===== src/hdl/lzsr_pkg.sv =====
// Shared definitions for the longest zero-sum run block.
// Holds default sizes, fixed result widths and the cell control struct.
// No dependencies.
package lzsr_pkg;

  // Default array length limit and element width
  localparam int unsigned MaxLenDef   = 1024;
  localparam int unsigned ElemBitsDef = 16;

  // Result item layout: best_len, then overflow, padded to whole bytes
  localparam int unsigned BestLenW = 11;
  localparam int unsigned OutDataW = 16;

  // Per-cycle command broadcast to every cell of the chain
  typedef struct packed {
    logic rotate;  // shift the occupied cells one step toward cell 0
    logic load;    // write the broadcast entry into the first free cell
  } lzsr_ctl_t;

endpackage


===== src/hdl/lzsr_cell.sv =====
// One cell of the prefix-sum chain: holds a seen sum and its first position.
// Depends on lzsr_pkg for the control struct.
module lzsr_cell #(
  parameter int unsigned SUM_W  = 26,
  parameter int unsigned SPOS_W = 10,
  parameter int unsigned CNT_W  = 11,
  parameter int unsigned IDX    = 0
) (
  input  logic                    clk_i,
  input  lzsr_pkg::lzsr_ctl_t     ctl_i,
  input  logic [CNT_W-1:0]        cnt_i,
  input  logic signed [SUM_W-1:0] new_sum_i,
  input  logic [SPOS_W-1:0]       new_pos_i,
  input  logic signed [SUM_W-1:0] nxt_sum_i,
  input  logic [SPOS_W-1:0]       nxt_pos_i,
  input  logic signed [SUM_W-1:0] wrap_sum_i,
  input  logic [SPOS_W-1:0]       wrap_pos_i,
  output logic signed [SUM_W-1:0] sum_o,
  output logic [SPOS_W-1:0]       pos_o
);
  import lzsr_pkg::*;

  localparam logic [CNT_W-1:0] MyIdx   = CNT_W'(IDX);
  localparam logic [CNT_W-1:0] TailCnt = CNT_W'(IDX + 1);

  logic signed [SUM_W-1:0] sum_q;
  logic [SPOS_W-1:0]       pos_q;
  logic                    occupied;
  logic                    is_tail;

  assign occupied = (cnt_i > MyIdx);
  assign is_tail  = (cnt_i == TailCnt);

  // Tail cell takes the head entry back so the occupied ring stays closed
  always_ff @(posedge clk_i) begin
    if (ctl_i.load && (cnt_i == MyIdx)) begin
      sum_q <= new_sum_i;
      pos_q <= new_pos_i;
    end else if (ctl_i.rotate && occupied) begin
      if (is_tail) begin
        sum_q <= wrap_sum_i;
        pos_q <= wrap_pos_i;
      end else begin
        sum_q <= nxt_sum_i;
        pos_q <= nxt_pos_i;
      end
    end
  end

  assign sum_o = sum_q;
  assign pos_o = pos_q;

endmodule


===== config.mk =====
export PLATFORM = sky130hd
export DESIGN_NAME = lzsr_cell
export DESIGN_NICKNAME = d
export VERILOG_FILES = /design/src/hdl/lzsr_pkg.sv /design/src/hdl/lzsr_cell.sv
export SDC_FILE = /design/constraint.sdc
export NUM_CORES = 1
export LEC_CHECK = 0
export ABC_AREA = 1
export BUFFER_PORTS_ARGS = -buffer_cell sky130_fd_sc_hd__buf_2
export CAP_MARGIN = 30
export CORE_MARGIN = 8
export CORE_UTILIZATION = 39
export CTS_CLUSTER_DIAMETER = 80
export DETAILED_ROUTE_END_ITERATION = 10
export MAX_ROUTING_LAYER = met4
export PLACE_DENSITY = 0.88
export SLEW_MARGIN = 20
export SYNTH_ARGS = -nofsm -noshare
export SYNTH_HDL_FRONTEND = slang
export SYNTH_SLANG_ARGS = --single-unit

===== constraint.sdc =====
create_clock -name clk_i -period 2.45 [get_ports clk_i]
set_input_delay 0.49 -clock clk_i [delete_from_list [all_inputs] [get_ports clk_i]]
set_output_delay 0.49 -clock clk_i [all_outputs]
set_load 0.05 [all_outputs]

==> results of run 1 <==
==> per-stage QoR <==
step                      setup slack, ns  hold WS [ns]
after floorplan                   0.06540        0.6758
after global placement             0.4992        0.7663
after detailed placement           0.4470        0.7665
after CTS                          0.7502        0.4649
after global routing               0.6318        0.4737
final                              0.7481        0.4760
==> report_power, final <==
| group | leakage [uW] | switching [uW] | internal (uW) |
|---|---|---|---|
| Combinational | 0.00160 | 281 | 133 |
| Sequential | 0.000352 | 12.5 | 732 |
| Clock | 0.0000479 | 207 | 198 |
| Total | 0.00200 | 500 | 1060 |
==> layer usage <==
layer | vias up | track usage (%) | wire (um)
li1 | 1307 | - | -
met1 | 1127 | 16.61 | 2735
met2 | 117 | 28.54 | 3756
met3 | 10 | 2.677 | 522
met4 | 0 | 4.811 | 89
met5 | - | - | 0
==> area by class of cell <==
cell class | count | area [um2]
timing repair buffer | 166 | 878.3
clock buffer | 5 | 68.82
tap | 77 | 96.34
multi-input combinational | 196 | 932.1
inverter | 77 | 289.0
fill | 580 | 2840
sequential | 36 | 1081
clock inverter | 3 | 18.77
==> cells in the final DEF, fill, tap and decap left out, types with 3 or more instances in the layout <==
cell type  Yosys  layout
nor2_1         3       3
nand3_2       16      16
buf_2          6     157
buf_4          4       7
inv_1         76      76
nand3_1       57      57
nand2_1      115     114
clkbuf_8       0       5
edfxtp_1      36      36
==> registers in the layout, indices dropped and copies added, names as in the netlist <==
name and flops:
pos_o 10, sum_o 26
==> kinds of logic after synthesis <==
group / after synthesis
simple gates: 196
flops: 36
buf+inv: 94
==> worst paths after layout <==
kind,to,slack (ns)
worst max-delay path,pos_o[0],0.75
worst min-delay path,sum_o[22],0.48
==> critical path: cells and delay by family <==
| family | cells | cell delay (ns) |
|---|---|---|
| buffers and inverters | 3 | 0.69 |
| AND/OR/NAND/NOR | 6 | 0.53 |
==> flow_metrics.tcl, run 1 <==
set metrics [dict create \
    tritoncts "built" \
    grtUsageTotal_pct 15.58 \
    crit_chain "buf_2, nor2_1, nand2_1, nor2_4, buf_4, nand2_1, nand2_1, nand2_2, buf_4" \
    synthCells 326 \
    hp-class "in2reg" \
    hpwl_um 5866 \
    htree_levels 2 \
    drive_gt1_share_pct 40.58 \
    dieArea_mm2 0.009062 \
    critical_path_peak_fanout 38 \
    path_class "in2reg" \
    wire_per_inst_um 12.68 \
    cts_hold_buf 0 \
    grt-ovfl-total 0 \
    netlist_area_mm2 0.002446 \
    synth_top_family_by_area "simple AND/OR/NAND/NOR gates" \
    cp-start-kind "primary input" \
    cts_sinks 36 \
    peakVddDrop_uv 235.3 \
    worstSetupStartpoint "cnt_i[5]" \
    final.setup.tns_ns 0 \
    synthTopCellsByCount "115 x nand2_1, 76 x inv_1, 57 x nand3_1" \
    worst_ep_required_time_ns 2.47 \
    synthArstFlopShare_pct 0 \
    cp_common_cell "nand2_1" \
    postCtsResizedCells 0 \
    cts.clk_slew.worst_paths_ns 0.07 \
    p_leak_uw 0.002000 \
    timing.final.crit_share_pct 69.47 \
    synthSimpleGateAreaFrac_pct 38.01 \
    dpl.cell_count 552 \
    avgViaCountPerCell 4.573 \
    synth-seq-cells 36 \
    max_freq_mhz 587.6 \
    period_needed_ns 1.702 \
    gp_congestion 0.8353 \
    finalMaxSlewViolations 0 \
    power.density_mw_per_mm2 464.6 \
    numCtsBuffers 5 \
    diodes 0 \
    finalSetupViolCount 0 \
    slowest_stage "buf_4" \
    ioPinCount 158 \
    synthAdderAreaFrac_pct 0 \
    drt_wl_total_um 7103 \
    cts_buffer_depth 2 \
    core.rowCount 29 \
    yosysTopAreaCell "edfxtp_1" \
    drc 0 \
    coreArea_mm2 0.006205 \
    hold_viol 0 \
    muxShareOfSynthArea_pct 0 \
    initial_utilization_pct 39.42 \
    crit_path_max_incr_delay_ns 0.37 \
    hp-start "new_sum_i[22]" \
    cap_violations 0 \
    synth_xor_area_share_pct 0 \
    port_buffers 157 \
    synth_edf_count 36 \
    grt_pass1_vias 2585 \
    grt_max_degree 39 \
    ant_nets 0 \
    ys_warn_count 0 \
    synthDistinctLibCells 15 \
    ys.flop_type "edfxtp_1" \
    syn_nets 448 \
    antenna_found_initial 0 \
    fp.dieW_um 95.20 \
    drtIter0Drc 120 \
    dr.pass1.iters 7 \
    die_h_um 95.20 \
    vias 2561 \
    design_area_mm2 0.003364 \
    syn2layout_area_growth_pct 37.54 \
    nNetsFinal 604 \
    outcome "finished clean" \
    fin_cells 560 \
    dpl_cell_area_mm2 0.003277 \
    synth.top_cell.area_share_pct 44.19 \
    rsz0062_at_grt "no" \
    endpoint_kind "register" \
    ys_seq_area_share_pct 44.19 \
    cts_root_buf "clkbuf_8" \
    power.total_uw 1563 \
    worstMarginPinSlew_ns 0.4075 \
    min_path_cells 3 \
    synth.avg_cell_area_um2 7.503 \
    synth_most_common_cell "nand2_1" \
    synth_compound_gate_area_share_pct 0 \
    yosys-top-cells-area "edfxtp_1 44%, nand2_1 18%, nand3_1 12%" \
    grt_pass1_wl_um 10930 \
    postCtsSetupBuffers 0 \
    post-route-util_pct 54.22 \
    max_slew_margin_pct 72.84 \
    worstPathArrival_ns 1.72 \
]
Note: power is estimated with default switching activity, not from simulation.
==> run 2: changes to the inputs <==
==> constraint.sdc (replaced) <==
create_clock -name clk_i -period 1.45 [get_ports clk_i]
set_input_delay 0.29 -clock clk_i [delete_from_list [all_inputs] [get_ports clk_i]]
set_output_delay 0.29 -clock clk_i [all_outputs]
set_load 0.05 [all_outputs]
==> flow_metrics.tcl, run 2 (synthesis results as in run 1) <==
set metrics [dict create \
    numCtsBuffers 5 \
    period_needed_ns 1.295 \
    power.density_mw_per_mm2 800.6 \
    fp.dieW_um 95.20 \
    hp-start "new_sum_i[22]" \
    peakVddDrop_uv 388.2 \
    cts_root_buf "clkbuf_8" \
    max_freq_mhz 772.3 \
    wire_per_inst_um 13.38 \
    worst_slack_ns 0.1552 \
    post-route-util_pct 56.89 \
    dieArea_mm2 0.009062 \
    cts_sinks 36 \
    grt_pass1_vias 2719 \
    endpoint_kind "register" \
    ant_nets 0 \
    max_slew_margin_pct 80.41 \
    holdPathEnd "sum_o[22]" \
    grt-ovfl-total 0 \
    outcome "finished clean" \
    hpwl_um 6150 \
    die_h_um 95.20 \
    worstMarginPinSlew_ns 0.2931 \
    port_buffers 157 \
    htree_levels 2 \
    worst_ep_required_time_ns 1.41 \
    cap_violations 0 \
    tritoncts "built" \
    drive_gt1_share_pct 41.46 \
    gp_congestion 0.8225 \
    hold_ws_ns 0.2767 \
    worstSetupStartpoint "cnt_i[1]" \
    final.setup.tns_ns 0 \
    hold_viol 0 \
    avgViaCountPerCell 4.631 \
    finalSetupViolCount 0 \
    core.rowCount 29 \
    diodes 0 \
    drc 0 \
    nNetsFinal 613 \
    finalMaxSlewViolations 0 \
    cts.clk_slew.worst_paths_ns 0.07 \
    timing.final.crit_share_pct 89.29 \
    worstPathArrival_ns 1.25 \
    hp-class "in2reg" \
    pre_cts_ws_ns -0.1453 \
    syn2layout_area_growth_pct 44.30 \
    design_area_mm2 0.003530 \
    final_cell_mix "157 x buf_2, 113 x nand2_1, 76 x inv_1" \
    grtUsageTotal_pct 17.05 \
    layout_commonest_cell "buf_2" \
    busiest_layer "met2" \
    p_leak_uw 0.002074 \
    min_path_cells 3 \
    cts_buffer_depth 2 \
    antenna_found_initial 0 \
    dr.pass1.iters 5 \
    grt_max_degree 37 \
    met2_usage_pct 30.78 \
    cts_hold_buf 0 \
    ioPinCount 158 \
    coreArea_mm2 0.006205 \
    drt_wl_total_um 7615 \
    initial_utilization_pct 39.42 \
    fillerInstances 567 \
    largest_reg_flops 26 \
    grt_use_met1_pct 18.68 \
    rsz0062_at_grt "no" \
    vias 2635 \
    critical_path_peak_fanout 36 \
    met3_usage_pct 2.913 \
    postCtsResizedCells 0 \
    path_class "in2reg" \
    postCtsSetupBuffers 0 \
    drtIter0Drc 104 \
    dpl_cell_area_mm2 0.003423 \
    grt_pass1_wl_um 11870 \
    cp-start-kind "primary input" \
]
==> run 2: area by class of cell <==
cell class	instances	area (um2)	share of cell area (%)
multi-input cells	196	948.4	26.87
clock buffers	5	68.82	1.950
well taps	77	96.34	2.730
inverters	77	289.0	8.189
repair buffers	175	1008	28.57
clock inverters	3	37.54	1.063
flip-flops and latches	36	1081	30.63
==> run 2: worst max path at each step <==
| stage | slack, ns | to |
|---|---|---|
| after floorplan | -0.06 | pos_o[0] |
| after global placement | -0.12 | pos_o[2] |
| after detailed placement | -0.15 | pos_o[0] |
| after CTS | 0.14 | sum_o[1] |
| after global routing | 0.1 | sum_o[10] |
| final | 0.16 | sum_o[19] |
==> run 2: metal layers <==
layer / routed length, um / part of all wire (%)
met5: 0 / 0
met4: 110 / 1.4
met3: 593 / 7.8
met2: 3926 / 52
met1: 2986 / 39
==> run 2: power by group <==
part / internal [uW] / total (uW) / switching (uW)
logic: 229 / 707 / 478
registers: 1240 / 1260 / 20.0
clock network: 501 / 863 / 362
total: 1970 / 2830 / 860
==> run 2: worst max-delay path, cell delays in order <==
cell     delay (ns)
buf_2          0.10
or2_1          0.23
nor2_2         0.13
nand3_2        0.11
buf_12         0.16
nand2_8        0.23
==> run 2: metrics by stage <==
stage	total power [uW]	std cells
final	2826	569
after global routing	2953	569
after CTS	2860	569
after detailed placement	1990	561
after global placement	1974	561
after floorplan	1714	326
